$ cat config.mk
export PLATFORM = sky130hd
export DESIGN_NAME = servo_gate_controller_core_flat
export DESIGN_NICKNAME = d
export VERILOG_FILES = /design/src/sv/sgc_pkg.sv /design/src/sv/sgc_in_if.sv /design/src/sv/sgc_out_if.sv /design/src/sv/sgc_servo_lane.sv /design/src/sv/servo_gate_controller_core.sv /design/src/flat_wrapper.sv
export SDC_FILE = /design/constraint.sdc
export NUM_CORES = 1
export LEC_CHECK = 0
export ABC_AREA = 1
export BUFFER_PORTS_ARGS = -buffer_cell sky130_fd_sc_hd__buf_2
export CAP_MARGIN = 20
export CORE_MARGIN = 2
export CORE_UTILIZATION = 65
export CTS_CLUSTER_SIZE = 30
export DETAILED_ROUTE_END_ITERATION = 8
export PLACE_DENSITY = 0.84
export SETUP_SLACK_MARGIN = 0.3
export SKIP_LAST_GASP = 1
export SYNTH_ARGS = -nofsm -noshare
export SYNTH_HDL_FRONTEND = slang
export SYNTH_HIERARCHICAL = 1
export SYNTH_SLANG_ARGS = --single-unit
$ cat constraint.sdc
create_clock -name clk -period 9.3 [get_ports clk]
set_input_delay 2.325 -clock clk [delete_from_list [all_inputs] [get_ports clk]]
set_output_delay 2.325 -clock clk [all_outputs]
set_load 0.02 [all_outputs]
$ cat src/sv/sgc_pkg.sv
`default_nettype none

package sgc_pkg;

  // Number of servo lanes and the width of a lane index.
  localparam int SERVO_SLOTS = 4;
  localparam int SLOT_W      = (SERVO_SLOTS > 1) ? $clog2(SERVO_SLOTS) : 1;

  // Fixed field widths.
  localparam int PIN_W    = 4;
  localparam int OUT_LANES = 4;
  localparam int BTN_W    = 8;
  localparam int ANGLE_W  = 8;
  localparam int TIMER_W  = 24;
  localparam int SEL_W    = 2;
  localparam int ADDR_W   = 4;
  localparam int DATA_W   = 32;

  // Register reset values.
  localparam logic [TIMER_W-1:0] HOLD_TICKS_RST   = 24'd2000000;
  localparam logic [TIMER_W-1:0] REPEAT_TICKS_RST = 24'd250000;
  localparam logic [ANGLE_W-1:0] ANGLE_MAX_RST    = 8'd180;

  // Limit reset values.
  localparam logic [ANGLE_W-1:0] OPEN_LIMIT_RST   = 8'd80;
  localparam logic [ANGLE_W-1:0] CLOSED_LIMIT_RST = 8'd60;

  // Button bit positions.
  localparam int BTN_NEXT       = 0;
  localparam int BTN_PREV       = 1;
  localparam int BTN_INC_CLOSED = 2;
  localparam int BTN_DEC_CLOSED = 3;
  localparam int BTN_INC_OPEN   = 4;
  localparam int BTN_DEC_OPEN   = 5;
  localparam int BTN_CLOSE      = 6;
  localparam int BTN_OPEN       = 7;

  // Register word indexes on the configuration port.
  typedef enum logic [1:0] {
    REG_HOLD_TICKS   = 2'd0,
    REG_REPEAT_TICKS = 2'd1,
    REG_ANGLE_MAX    = 2'd2
  } reg_idx_t;

  // Stored gate position of one servo.
  typedef enum logic [1:0] {
    POS_UNKNOWN = 2'd0,
    POS_CLOSED  = 2'd1,
    POS_OPENED  = 2'd2
  } pos_t;

  // Per-poll controls from the top level to one servo lane.
  typedef struct packed {
    logic advance;
    logic tick;
    logic want_open;
    logic inc_open;
    logic dec_open;
    logic inc_closed;
    logic dec_closed;
    logic cmd_open;
    logic cmd_close;
  } lane_ctl_t;

  // Status of one servo lane: current flags and the values after this poll.
  typedef struct packed {
    logic               attached;
    logic               hold_busy;
    logic               attached_nxt;
    logic [ANGLE_W-1:0] angle_nxt;
    logic [ANGLE_W-1:0] open_nxt;
    logic [ANGLE_W-1:0] closed_nxt;
  } lane_sts_t;

  // One result transaction.
  typedef struct packed {
    logic [OUT_LANES-1:0] servo_active;
    logic [ANGLE_W-1:0]   angle_zero;
    logic [ANGLE_W-1:0]   angle_one;
    logic [ANGLE_W-1:0]   angle_two;
    logic [ANGLE_W-1:0]   angle_three;
    logic [SEL_W-1:0]     selected_servo;
    logic [ANGLE_W-1:0]   selected_open_limit;
    logic [ANGLE_W-1:0]   selected_closed_limit;
  } result_t;

endpackage

`default_nettype wire

$ cat src/sv/sgc_in_if.sv
`default_nettype none

interface sgc_in_if;
  logic                      valid;
  logic                      ready;
  logic                      tick;
  logic [sgc_pkg::PIN_W-1:0] trigger_pins;
  logic [sgc_pkg::BTN_W-1:0] buttons;

  modport source (output valid, output tick, output trigger_pins, output buttons,
                  input ready);
  modport sink   (input valid, input tick, input trigger_pins, input buttons,
                  output ready);
endinterface

`default_nettype wire

$ cat src/sv/sgc_out_if.sv
`default_nettype none

interface sgc_out_if;
  logic                          valid;
  logic                          ready;
  logic [sgc_pkg::OUT_LANES-1:0] servo_active;
  logic [sgc_pkg::ANGLE_W-1:0]   angle_zero;
  logic [sgc_pkg::ANGLE_W-1:0]   angle_one;
  logic [sgc_pkg::ANGLE_W-1:0]   angle_two;
  logic [sgc_pkg::ANGLE_W-1:0]   angle_three;
  logic [sgc_pkg::SEL_W-1:0]     selected_servo;
  logic [sgc_pkg::ANGLE_W-1:0]   selected_open_limit;
  logic [sgc_pkg::ANGLE_W-1:0]   selected_closed_limit;

  modport source (output valid, output servo_active, output angle_zero,
                  output angle_one, output angle_two, output angle_three,
                  output selected_servo, output selected_open_limit,
                  output selected_closed_limit, input ready);
  modport sink   (input valid, input servo_active, input angle_zero,
                  input angle_one, input angle_two, input angle_three,
                  input selected_servo, input selected_open_limit,
                  input selected_closed_limit, output ready);
endinterface

`default_nettype wire

$ cat src/sv/sgc_servo_lane.sv
`default_nettype none

// State of one servo: hold timer, attach flag, position, commanded angle and
// the two calibrated limits. One poll is applied per advance.
module sgc_servo_lane (
  input  wire logic                        clk,
  input  wire logic                        rst_n,
  input  wire sgc_pkg::lane_ctl_t          ctl,
  input  wire logic [sgc_pkg::TIMER_W-1:0] hold_load,
  input  wire logic [sgc_pkg::ANGLE_W-1:0] angle_max,
  output sgc_pkg::lane_sts_t               sts
);

  logic [sgc_pkg::TIMER_W-1:0] hold_r, hold_nxt;
  logic                        att_r, att_nxt;
  sgc_pkg::pos_t               pos_r, pos_nxt;
  logic [sgc_pkg::ANGLE_W-1:0] angle_r, angle_nxt;
  logic [sgc_pkg::ANGLE_W-1:0] open_r, open_nxt;
  logic [sgc_pkg::ANGLE_W-1:0] closed_r, closed_nxt;

  always_comb begin
    hold_nxt   = hold_r;
    att_nxt    = att_r;
    pos_nxt    = pos_r;
    angle_nxt  = angle_r;
    open_nxt   = open_r;
    closed_nxt = closed_r;

    // Hold timer runs down first; reaching zero detaches the servo.
    if (ctl.tick && (hold_r != '0)) begin
      hold_nxt = hold_r - 1'b1;
      if (hold_r == sgc_pkg::TIMER_W'(1)) begin
        att_nxt = 1'b0;
      end
    end

    // Trigger pin against the stored position, using the limits before nudging.
    if (ctl.want_open && (pos_r != sgc_pkg::POS_OPENED)) begin
      att_nxt   = 1'b1;
      angle_nxt = open_r;
      hold_nxt  = hold_load;
      pos_nxt   = sgc_pkg::POS_OPENED;
    end else if (!ctl.want_open && (pos_r != sgc_pkg::POS_CLOSED)) begin
      att_nxt   = 1'b1;
      angle_nxt = closed_r;
      hold_nxt  = hold_load;
      pos_nxt   = sgc_pkg::POS_CLOSED;
    end

    // Calibration nudges: increment first, then decrement.
    if (ctl.inc_open && (open_nxt < angle_max)) begin
      open_nxt = open_nxt + 1'b1;
    end
    if (ctl.dec_open && (open_nxt != '0)) begin
      open_nxt = open_nxt - 1'b1;
    end
    if (ctl.inc_closed && (closed_nxt < angle_max)) begin
      closed_nxt = closed_nxt + 1'b1;
    end
    if (ctl.dec_closed && (closed_nxt != '0)) begin
      closed_nxt = closed_nxt - 1'b1;
    end

    // Panel commands use the nudged limits; close is applied last and wins.
    if (ctl.cmd_open) begin
      att_nxt   = 1'b1;
      angle_nxt = open_nxt;
      hold_nxt  = hold_load;
      pos_nxt   = sgc_pkg::POS_OPENED;
    end
    if (ctl.cmd_close) begin
      att_nxt   = 1'b1;
      angle_nxt = closed_nxt;
      hold_nxt  = hold_load;
      pos_nxt   = sgc_pkg::POS_CLOSED;
    end
  end

  always_ff @(posedge clk) begin
    if (!rst_n) begin
      hold_r   <= '0;
      att_r    <= 1'b0;
      pos_r    <= sgc_pkg::POS_UNKNOWN;
      angle_r  <= '0;
      open_r   <= sgc_pkg::OPEN_LIMIT_RST;
      closed_r <= sgc_pkg::CLOSED_LIMIT_RST;
    end else if (ctl.advance) begin
      hold_r   <= hold_nxt;
      att_r    <= att_nxt;
      pos_r    <= pos_nxt;
      angle_r  <= angle_nxt;
      open_r   <= open_nxt;
      closed_r <= closed_nxt;
    end
  end

  always_comb begin
    sts.attached     = att_r;
    sts.hold_busy    = (hold_r != '0);
    sts.attached_nxt = att_nxt;
    sts.angle_nxt    = angle_nxt;
    sts.open_nxt     = open_nxt;
    sts.closed_nxt   = closed_nxt;
  end

endmodule

`default_nettype wire

$ cat src/sv/servo_gate_controller_core.sv
// A poll accepted into the input register has its result written to the result register
// once that register is free, and out_ch.valid rises with it. Throughput: one poll per
// cycle while out_ch.ready stays high. A stalled receiver holds the result register and
// then the input register, so at most two polls wait before in_ch.ready drops.
// Reset (synchronous, rst_n low): registers return to their defaults, all servos
// detached with idle hold timers, positions unknown, limits 80 open and 60 closed.
`default_nettype none

module servo_gate_controller_core (
  input  wire logic                        clk,
  input  wire logic                        rst_n,
  sgc_in_if.sink                           in_ch,
  sgc_out_if.source                        out_ch,
  input  wire logic                        psel,
  input  wire logic                        penable,
  input  wire logic                        pwrite,
  input  wire logic [sgc_pkg::ADDR_W-1:0]  paddr,
  input  wire logic [sgc_pkg::DATA_W-1:0]  pwdata,
  output logic      [sgc_pkg::DATA_W-1:0]  prdata,
  output logic                             pready
);

  localparam int NS = sgc_pkg::SERVO_SLOTS;
  localparam int SW = sgc_pkg::SLOT_W;

  // ---------------------------------------------------------------------------
  // Configuration registers. The port never waits, so a write lands at the
  // access cycle edge. The word index sits in paddr[3:2]; the unused fourth
  // word ignores writes and reads as zero.
  // ---------------------------------------------------------------------------
  logic [sgc_pkg::TIMER_W-1:0] hold_ticks_r;
  logic [sgc_pkg::TIMER_W-1:0] repeat_ticks_r;
  logic [sgc_pkg::ANGLE_W-1:0] angle_max_r;
  logic                        cfg_wr;
  sgc_pkg::reg_idx_t           cfg_idx;

  assign pready  = 1'b1;
  assign cfg_wr  = psel && penable && pwrite;
  assign cfg_idx = sgc_pkg::reg_idx_t'(paddr[3:2]);

  always_ff @(posedge clk) begin
    if (!rst_n) begin
      hold_ticks_r   <= sgc_pkg::HOLD_TICKS_RST;
      repeat_ticks_r <= sgc_pkg::REPEAT_TICKS_RST;
      angle_max_r    <= sgc_pkg::ANGLE_MAX_RST;
    end else if (cfg_wr) begin
      case (cfg_idx)
        sgc_pkg::REG_HOLD_TICKS:   hold_ticks_r   <= pwdata[sgc_pkg::TIMER_W-1:0];
        sgc_pkg::REG_REPEAT_TICKS: repeat_ticks_r <= pwdata[sgc_pkg::TIMER_W-1:0];
        sgc_pkg::REG_ANGLE_MAX:    angle_max_r    <= pwdata[sgc_pkg::ANGLE_W-1:0];
        default: ;
      endcase
    end
  end

  always_comb begin
    case (cfg_idx)
      sgc_pkg::REG_HOLD_TICKS:   prdata = sgc_pkg::DATA_W'(hold_ticks_r);
      sgc_pkg::REG_REPEAT_TICKS: prdata = sgc_pkg::DATA_W'(repeat_ticks_r);
      sgc_pkg::REG_ANGLE_MAX:    prdata = sgc_pkg::DATA_W'(angle_max_r);
      default:                   prdata = '0;
    endcase
  end

  // A timer reload of zero behaves as one tick.
  logic [sgc_pkg::TIMER_W-1:0] hold_load;
  logic [sgc_pkg::TIMER_W-1:0] repeat_load;

  assign hold_load   = (hold_ticks_r == '0) ? sgc_pkg::TIMER_W'(1) : hold_ticks_r;
  assign repeat_load = (repeat_ticks_r == '0) ? sgc_pkg::TIMER_W'(1) : repeat_ticks_r;

  // ---------------------------------------------------------------------------
  // Two-register pipeline. The input register holds one accepted poll; it is
  // applied to the state and its result written to the result register when
  // the result register is empty or being drained in the same cycle. The
  // input side stays ready while the input register empties in this cycle.
  // ---------------------------------------------------------------------------
  logic                      a_valid_r;
  logic                      a_tick_r;
  logic [sgc_pkg::PIN_W-1:0] a_pins_r;
  logic [sgc_pkg::BTN_W-1:0] a_buttons_r;
  logic                      b_valid_r;
  sgc_pkg::result_t          res_r, res_nxt;
  logic                      advance;
  logic                      in_fire;

  assign advance     = a_valid_r && (!b_valid_r || out_ch.ready);
  assign in_ch.ready = !a_valid_r || advance;
  assign in_fire     = in_ch.valid && in_ch.ready;

  always_ff @(posedge clk) begin
    if (!rst_n) begin
      a_valid_r <= 1'b0;
      b_valid_r <= 1'b0;
    end else begin
      if (in_fire) begin
        a_valid_r <= 1'b1;
      end else if (advance) begin
        a_valid_r <= 1'b0;
      end
      if (advance) begin
        b_valid_r <= 1'b1;
      end else if (out_ch.ready) begin
        b_valid_r <= 1'b0;
      end
    end
  end

  always_ff @(posedge clk) begin
    if (in_fire) begin
      a_tick_r    <= in_ch.tick;
      a_pins_r    <= in_ch.trigger_pins;
      a_buttons_r <= in_ch.buttons;
    end
    if (advance) begin
      res_r <= res_nxt;
    end
  end

  // ---------------------------------------------------------------------------
  // Button handling: auto-repeat timer, edge detection and servo selection.
  // When the repeat timer has run out the stored buttons count as released,
  // so every held button produces a fresh press.
  // ---------------------------------------------------------------------------
  logic [sgc_pkg::TIMER_W-1:0] repeat_r, repeat_nxt, repeat_dec;
  logic [sgc_pkg::BTN_W-1:0]   prev_buttons_r, prev_eff, changed, pressed;
  logic [SW-1:0]               cur_r, cur_base, cur_nxt;
  logic [SW:0]                 cur_inc;

  always_comb begin
    repeat_dec = repeat_r;
    if (a_tick_r && (repeat_r != '0)) begin
      repeat_dec = repeat_r - 1'b1;
    end
    prev_eff   = (repeat_dec == '0) ? '0 : prev_buttons_r;
    changed    = a_buttons_r ^ prev_eff;
    pressed    = a_buttons_r & changed;
    repeat_nxt = (changed != '0) ? repeat_load : repeat_dec;

    // Next and prev wrap around the populated slots; both together cancel.
    cur_base = ({1'b0, cur_r} >= (SW + 1)'(NS)) ? '0 : cur_r;
    cur_nxt  = cur_base;
    if (pressed[sgc_pkg::BTN_NEXT]) begin
      cur_inc = {1'b0, cur_nxt} + 1'b1;
      cur_nxt = (cur_inc >= (SW + 1)'(NS)) ? '0 : cur_inc[SW-1:0];
    end else begin
      cur_inc = '0;
    end
    if (pressed[sgc_pkg::BTN_PREV]) begin
      cur_nxt = (cur_nxt == '0) ? SW'(NS - 1) : cur_nxt - 1'b1;
    end
  end

  always_ff @(posedge clk) begin
    if (!rst_n) begin
      repeat_r       <= '0;
      prev_buttons_r <= '0;
      cur_r          <= '0;
    end else if (advance) begin
      repeat_r       <= repeat_nxt;
      prev_buttons_r <= a_buttons_r;
      cur_r          <= cur_nxt;
    end
  end

  // ---------------------------------------------------------------------------
  // Servo lanes. Each lane applies its hold timer, its trigger pin and the
  // panel actions aimed at it. Lanes past the trigger pins see a closed request.
  // ---------------------------------------------------------------------------
  sgc_pkg::lane_sts_t          sts      [NS];
  logic [sgc_pkg::ANGLE_W-1:0] open_vis [NS];
  logic [sgc_pkg::ANGLE_W-1:0] close_vis[NS];
  logic [NS-1:0]               att_vec;
  logic [NS-1:0]               busy_vec;

  for (genvar g = 0; g < NS; g++) begin : g_lane
    sgc_pkg::lane_ctl_t ctl;
    logic               sel;

    assign sel = (cur_nxt == SW'(g));

    if (g < sgc_pkg::PIN_W) begin : g_pin
      assign ctl.want_open = !a_pins_r[g];
    end else begin : g_nopin
      assign ctl.want_open = 1'b0;
    end

    assign ctl.advance    = advance;
    assign ctl.tick       = a_tick_r;
    assign ctl.inc_open   = sel && pressed[sgc_pkg::BTN_INC_OPEN];
    assign ctl.dec_open   = sel && pressed[sgc_pkg::BTN_DEC_OPEN];
    assign ctl.inc_closed = sel && pressed[sgc_pkg::BTN_INC_CLOSED];
    assign ctl.dec_closed = sel && pressed[sgc_pkg::BTN_DEC_CLOSED];
    assign ctl.cmd_open   = sel && pressed[sgc_pkg::BTN_OPEN];
    assign ctl.cmd_close  = sel && pressed[sgc_pkg::BTN_CLOSE];

    sgc_servo_lane u_lane (
      .clk       (clk),
      .rst_n     (rst_n),
      .ctl       (ctl),
      .hold_load (hold_load),
      .angle_max (angle_max_r),
      .sts       (sts[g])
    );

    assign open_vis[g]  = sts[g].open_nxt;
    assign close_vis[g] = sts[g].closed_nxt;
    assign att_vec[g]   = sts[g].attached;
    assign busy_vec[g]  = sts[g].hold_busy;
  end

  // Only the first four lanes are visible on the result; missing lanes read zero.
  logic [sgc_pkg::ANGLE_W-1:0] angle_vis[sgc_pkg::OUT_LANES];
  logic [sgc_pkg::OUT_LANES-1:0] active_vis;

  for (genvar g = 0; g < sgc_pkg::OUT_LANES; g++) begin : g_vis
    if (g < NS) begin : g_used
      assign angle_vis[g]  = sts[g].angle_nxt;
      assign active_vis[g] = sts[g].attached_nxt;
    end else begin : g_empty
      assign angle_vis[g]  = '0;
      assign active_vis[g] = 1'b0;
    end
  end

  always_comb begin
    res_nxt.servo_active          = active_vis;
    res_nxt.angle_zero            = angle_vis[0];
    res_nxt.angle_one             = angle_vis[1];
    res_nxt.angle_two             = angle_vis[2];
    res_nxt.angle_three           = angle_vis[3];
    res_nxt.selected_servo        = sgc_pkg::SEL_W'(cur_nxt);
    res_nxt.selected_open_limit   = open_vis[cur_nxt];
    res_nxt.selected_closed_limit = close_vis[cur_nxt];
  end

  assign out_ch.valid                 = b_valid_r;
  assign out_ch.servo_active          = res_r.servo_active;
  assign out_ch.angle_zero            = res_r.angle_zero;
  assign out_ch.angle_one             = res_r.angle_one;
  assign out_ch.angle_two             = res_r.angle_two;
  assign out_ch.angle_three           = res_r.angle_three;
  assign out_ch.selected_servo        = res_r.selected_servo;
  assign out_ch.selected_open_limit   = res_r.selected_open_limit;
  assign out_ch.selected_closed_limit = res_r.selected_closed_limit;

  // ---------------------------------------------------------------------------
  // Assertions.
  // ---------------------------------------------------------------------------

  // A servo is attached exactly while its hold timer runs.
  a_attach_matches_hold: assert property (@(posedge clk) disable iff (!rst_n)
    att_vec == busy_vec)
    else $error("attach flags disagree with running hold timers");

  // A new transaction never overwrites a poll that has not been applied.
  a_no_input_overrun: assert property (@(posedge clk) disable iff (!rst_n)
    (in_fire && a_valid_r) |-> advance)
    else $error("input register overwritten before it was applied");

  // Stored buttons are only kept while the repeat timer runs.
  a_repeat_armed: assert property (@(posedge clk) disable iff (!rst_n)
    (prev_buttons_r != '0) |-> (repeat_r != '0))
    else $error("held buttons stored with an expired repeat timer");

  // The selection always names a populated slot.
  a_sel_in_range: assert property (@(posedge clk) disable iff (!rst_n)
    {1'b0, cur_r} < (SW + 1)'(NS))
    else $error("selected servo out of range");

endmodule

`default_nettype wire
$ cat src/flat_wrapper.sv
// flat-port wrapper written by rule: the top's interface ports become plain ports
module servo_gate_controller_core_flat 
  (clk, rst_n, psel, penable, pwrite, paddr, pwdata, prdata, pready, in_ch_valid, in_ch_tick, in_ch_trigger_pins, in_ch_buttons, in_ch_ready, out_ch_valid, out_ch_servo_active, out_ch_angle_zero, out_ch_angle_one, out_ch_angle_two, out_ch_angle_three, out_ch_selected_servo, out_ch_selected_open_limit, out_ch_selected_closed_limit, out_ch_ready);
  sgc_in_if in_ch_i ();
  sgc_out_if out_ch_i ();
  input  wire logic clk;
  input  wire logic rst_n;
  input  wire logic psel;
  input  wire logic penable;
  input  wire logic pwrite;
  input  wire logic [sgc_pkg::ADDR_W-1:0] paddr;
  input  wire logic [sgc_pkg::DATA_W-1:0] pwdata;
  output logic      [sgc_pkg::DATA_W-1:0] prdata;
  output logic pready;
  input wire logic [$bits(in_ch_i.valid)-1:0] in_ch_valid;
  input wire logic [$bits(in_ch_i.tick)-1:0] in_ch_tick;
  input wire logic [$bits(in_ch_i.trigger_pins)-1:0] in_ch_trigger_pins;
  input wire logic [$bits(in_ch_i.buttons)-1:0] in_ch_buttons;
  output wire logic [$bits(in_ch_i.ready)-1:0] in_ch_ready;
  output wire logic [$bits(out_ch_i.valid)-1:0] out_ch_valid;
  output wire logic [$bits(out_ch_i.servo_active)-1:0] out_ch_servo_active;
  output wire logic [$bits(out_ch_i.angle_zero)-1:0] out_ch_angle_zero;
  output wire logic [$bits(out_ch_i.angle_one)-1:0] out_ch_angle_one;
  output wire logic [$bits(out_ch_i.angle_two)-1:0] out_ch_angle_two;
  output wire logic [$bits(out_ch_i.angle_three)-1:0] out_ch_angle_three;
  output wire logic [$bits(out_ch_i.selected_servo)-1:0] out_ch_selected_servo;
  output wire logic [$bits(out_ch_i.selected_open_limit)-1:0] out_ch_selected_open_limit;
  output wire logic [$bits(out_ch_i.selected_closed_limit)-1:0] out_ch_selected_closed_limit;
  input wire logic [$bits(out_ch_i.ready)-1:0] out_ch_ready;
  assign in_ch_i.valid = in_ch_valid;
  assign in_ch_i.tick = in_ch_tick;
  assign in_ch_i.trigger_pins = in_ch_trigger_pins;
  assign in_ch_i.buttons = in_ch_buttons;
  assign in_ch_ready = in_ch_i.ready;
  assign out_ch_valid = out_ch_i.valid;
  assign out_ch_servo_active = out_ch_i.servo_active;
  assign out_ch_angle_zero = out_ch_i.angle_zero;
  assign out_ch_angle_one = out_ch_i.angle_one;
  assign out_ch_angle_two = out_ch_i.angle_two;
  assign out_ch_angle_three = out_ch_i.angle_three;
  assign out_ch_selected_servo = out_ch_i.selected_servo;
  assign out_ch_selected_open_limit = out_ch_i.selected_open_limit;
  assign out_ch_selected_closed_limit = out_ch_i.selected_closed_limit;
  assign out_ch_i.ready = out_ch_ready;
  servo_gate_controller_core u_core (.clk(clk), .rst_n(rst_n), .in_ch(in_ch_i), .out_ch(out_ch_i), .psel(psel), .penable(penable), .pwrite(pwrite), .paddr(paddr), .pwdata(pwdata), .prdata(prdata), .pready(pready));
endmodule
==> flow_metrics.tcl <==
set metrics [dict create \
    clock.fmax_mhz 137 \
    critPathMaxStageDelay_ps 700 \
    route.vias.total 26100 \
    total_leakage_power_nw 13.0 \
    global_route.overflow_total 0 \
    postCtsHoldBufs 0 \
    critical_path.n_buffers_inverters 6 \
    dieWidth_um 202 \
    post_cts.repair.setup_buffers 0 \
    finalWeightedCongestion 0.984 \
    grt_max_degree 90 \
    critPathRequiredTime_ps 9720 \
    critical-path-top-cell-by-count "nand2_1" \
    worst_r2r_endpoint "u_core/g_lane[1].u_lane/hold_r[18]" \
    post_drt_wl_per_cell_um 17.2 \
    cts.sinks 363 \
    tightest_slew_ps 1040 \
    grt.total_usage_pct 36.3 \
    layout_fillers 3248 \
    max_slew_headroom_pct 30.7 \
    grt_setup_unrepaired "false" \
    timing.hold.worst_path_depth 2 \
    drtIter0Drc 2947 \
    cts.path.max_buffers 3 \
    setup.worst_path.end_class "flop" \
    netlist_area_mm2 0.0255 \
    power_density_relative_to_cell_area_mw_per_mm2 188 \
    drc 0 \
    flow.area_growth_from_synthesis_pct 9.02 \
    ant_nets 0 \
    met2_usage_pct 56.5 \
    cells_after_synth 3836 \
    finished_layout_cell_area_mm2 0.0278 \
    worst_ep_arrival_time_ps 7700 \
    r2r_setup_slack_ps 2020 \
    post_cts_clock_slew_at_the_launch_and_capture_registers_of_the_worst_setup_and_hold_paths_ps 60 \
    hp-start "u_core/g_lane[3].u_lane/hold_r[13]" \
    reg2regPathDepth 31 \
    worst_reg2reg_path_startpoint "u_core/repeat_r[0]" \
    crit_family "simple AND/OR/NAND/NOR gates" \
    share_of_the_cycle_needed_by_the_critical_path_after_routing_pct 78.3 \
    first_global_vias 23200 \
    place.detailed.instances 4340 \
    met1_grt_util_pct 49.3 \
    report.final.slew_viol_count 0 \
    clock_tree.root_cell "clkbuf_16" \
    dieArea_mm2 0.0408 \
    timing.critical_path.slowest_stage_cell "nand2_1" \
    starting_density_pct 65.9 \
    final_count_of_hold_timing_violations 0 \
    worst_clock_skew_ps 29.4 \
    cts.repair.resized 0 \
    drt_pre_antenna_iters 8 \
    critical_path_class "reg2reg" \
    yosysWarningCount 6 \
    period_minus_ws_final_ps 7280 \
    row_count 72 \
    totalWireLength_um 75800 \
    cts-buffers-inserted 41 \
    status "finished, final reports clean" \
    hold_class "reg2reg" \
    setup_viol 0 \
    worst_ir_drop_vdd_v 0.000151 \
    worst-path-max-fanout 31 \
    initial_antenna_violation_count 1 \
    global_route.peak_usage_layer "met2" \
    clk-insertion-delay-late_ps 590 \
    final-instance-count-excl-fill 4420 \
    worst_setup_path_start_kind "flop" \
    drt-vias-per-instance 5.91 \
    final_layout_size_suffix_gt1_share_pct 11.3 \
    synth.avg_cell_area_um2 6.64 \
    chipHeight_um 202 \
    pre_cts_slack_ps 2060 \
    n_antenna_cell 0 \
    groute.layer.met3.usage_pct 4.79 \
    maxCapViolCount 0 \
    place.detailed.hpwl_um 53500 \
    htreeDepth 2 \
    whs_endpoint "u_core/g_lane[3].u_lane/hold_r[13]" \
    core_area_mm2 0.0386 \
    num-nets-final 4024 \
    timing.final.ws_setup_ps 2020 \
    io_pins 145 \
    clock_tree_from_tritoncts "done" \
    setup-tns-final_ps 0 \
    io_buffer_count 125 \
    grt_first_pass_wirelength_um 120000 \
    placed_cell_area_mm2 0.0262 \
]
## routing by layer
| layer | wire length [um] | vias up |
|---|---|---|
| met1 | 31500 | 11900 |
| met2 | 32900 | 1325 |
| met5 | 13 | - |
| met3 | 7100 | 237 |
| li1 | - | 12700 |
| met4 | 4350 | 2 |
## final cells by class
cell class | count | area (um^2) | share of cell area, %
clock buffers | 54 | 1150 | 4.13
repair buffers | 149 | 868 | 3.13
inverters | 422 | 1600 | 5.78
multi-input cells | 2892 | 15200 | 54.8
flip-flops and latches | 363 | 7940 | 28.6
clock inverters | 22 | 345 | 1.24
well taps | 518 | 648 | 2.34
## cells in the final DEF (no fill, tap or decap), types with 17 or more instances in the layout
cell type  instances
nand2_1         1054
inv_1            373
nor2_1           367
dfxtp_1          296
o21ai_0          274
a21oi_1          274
nand3_1          224
buf_2            124
ha_1              99
xor2_1            82
edfxtp_1          67
nand4_1           66
nand2_2           53
clkbuf_16         42
inv_2             39
xnor2_1           38
a211oi_1          38
a31oi_1           36
nand3b_1          24
nor4_1            24
buf_4             22
o21ai_2           22
nand2_4           21
nor2_2            18
o211ai_1          17
## worst reg2reg max path: cells and delay by family, from the launching register on
family	cells	cell delay [ps]
buffers and inverters	6	1310
adders and majority gates	2	440
and+or+nand+nor	20	4590
DFF	1	330
AOI/OAI and AO/OA	3	450
## power breakdown
part	switching (mW)	internal, mW	total, mW
Clock	0.699	1.10	1.80
Combinational	1.06	0.487	1.55
Sequential	0.138	1.75	1.88
## flip-flops by register name, indices dropped and copies added (netlist names), 4 cells and up
signal,count
u_core/a_pins_r,4
u_core/a_buttons_r,8
u_core/out_ch.angle_two,8
u_core/g_lane.u_lane/angle_r,32
u_core/g_lane.u_lane/pos_r,8
u_core/hold_ticks_r,24
u_core/g_lane.u_lane/closed_r,32
u_core/repeat_r,24
u_core/prev_buttons_r,8
u_core/out_ch.selected_open_limit,8
u_core/g_lane.u_lane/hold_r,96
u_core/out_ch.selected_closed_limit,8
u_core/out_ch.servo_active,4
u_core/angle_max_r,8
u_core/out_ch.angle_zero,8
u_core/g_lane.u_lane/open_r,32
u_core/out_ch.angle_three,8
u_core/repeat_ticks_r,24
u_core/g_lane.u_lane/att_r,4
u_core/out_ch.angle_one,8
## per-stage QoR
step	utilization, %	hold WS [ps]	total power, mW
final	71.8	477	5.23
after global routing	71.8	502	5.49
after CTS	71.6	474	5.20
after detailed placement	67.7	466	3.41
after global placement	67.7	460	3.38
after floorplan	-	444	3.04
## worst max path at each step
stage	cells after the start	to	start	slack, ps
finish	31	u_core/g_lane[1].u_lane/hold_r[18]	u_core/repeat_r[0]	2020
global route	32	u_core/g_lane[1].u_lane/hold_r[19]	u_core/repeat_r[0]	1360
CTS	29	u_core/g_lane[1].u_lane/hold_r[18]	u_core/repeat_r[0]	2040
detailed placement	29	u_core/g_lane[1].u_lane/hold_r[1]	u_core/repeat_r[0]	2060
global placement	29	u_core/g_lane[1].u_lane/hold_r[1]	u_core/repeat_r[0]	2220
floorplan	13	u_core/g_lane[2].u_lane/hold_r[20]	out_ch_ready	3280
Power figures use the tool's default switching activity.
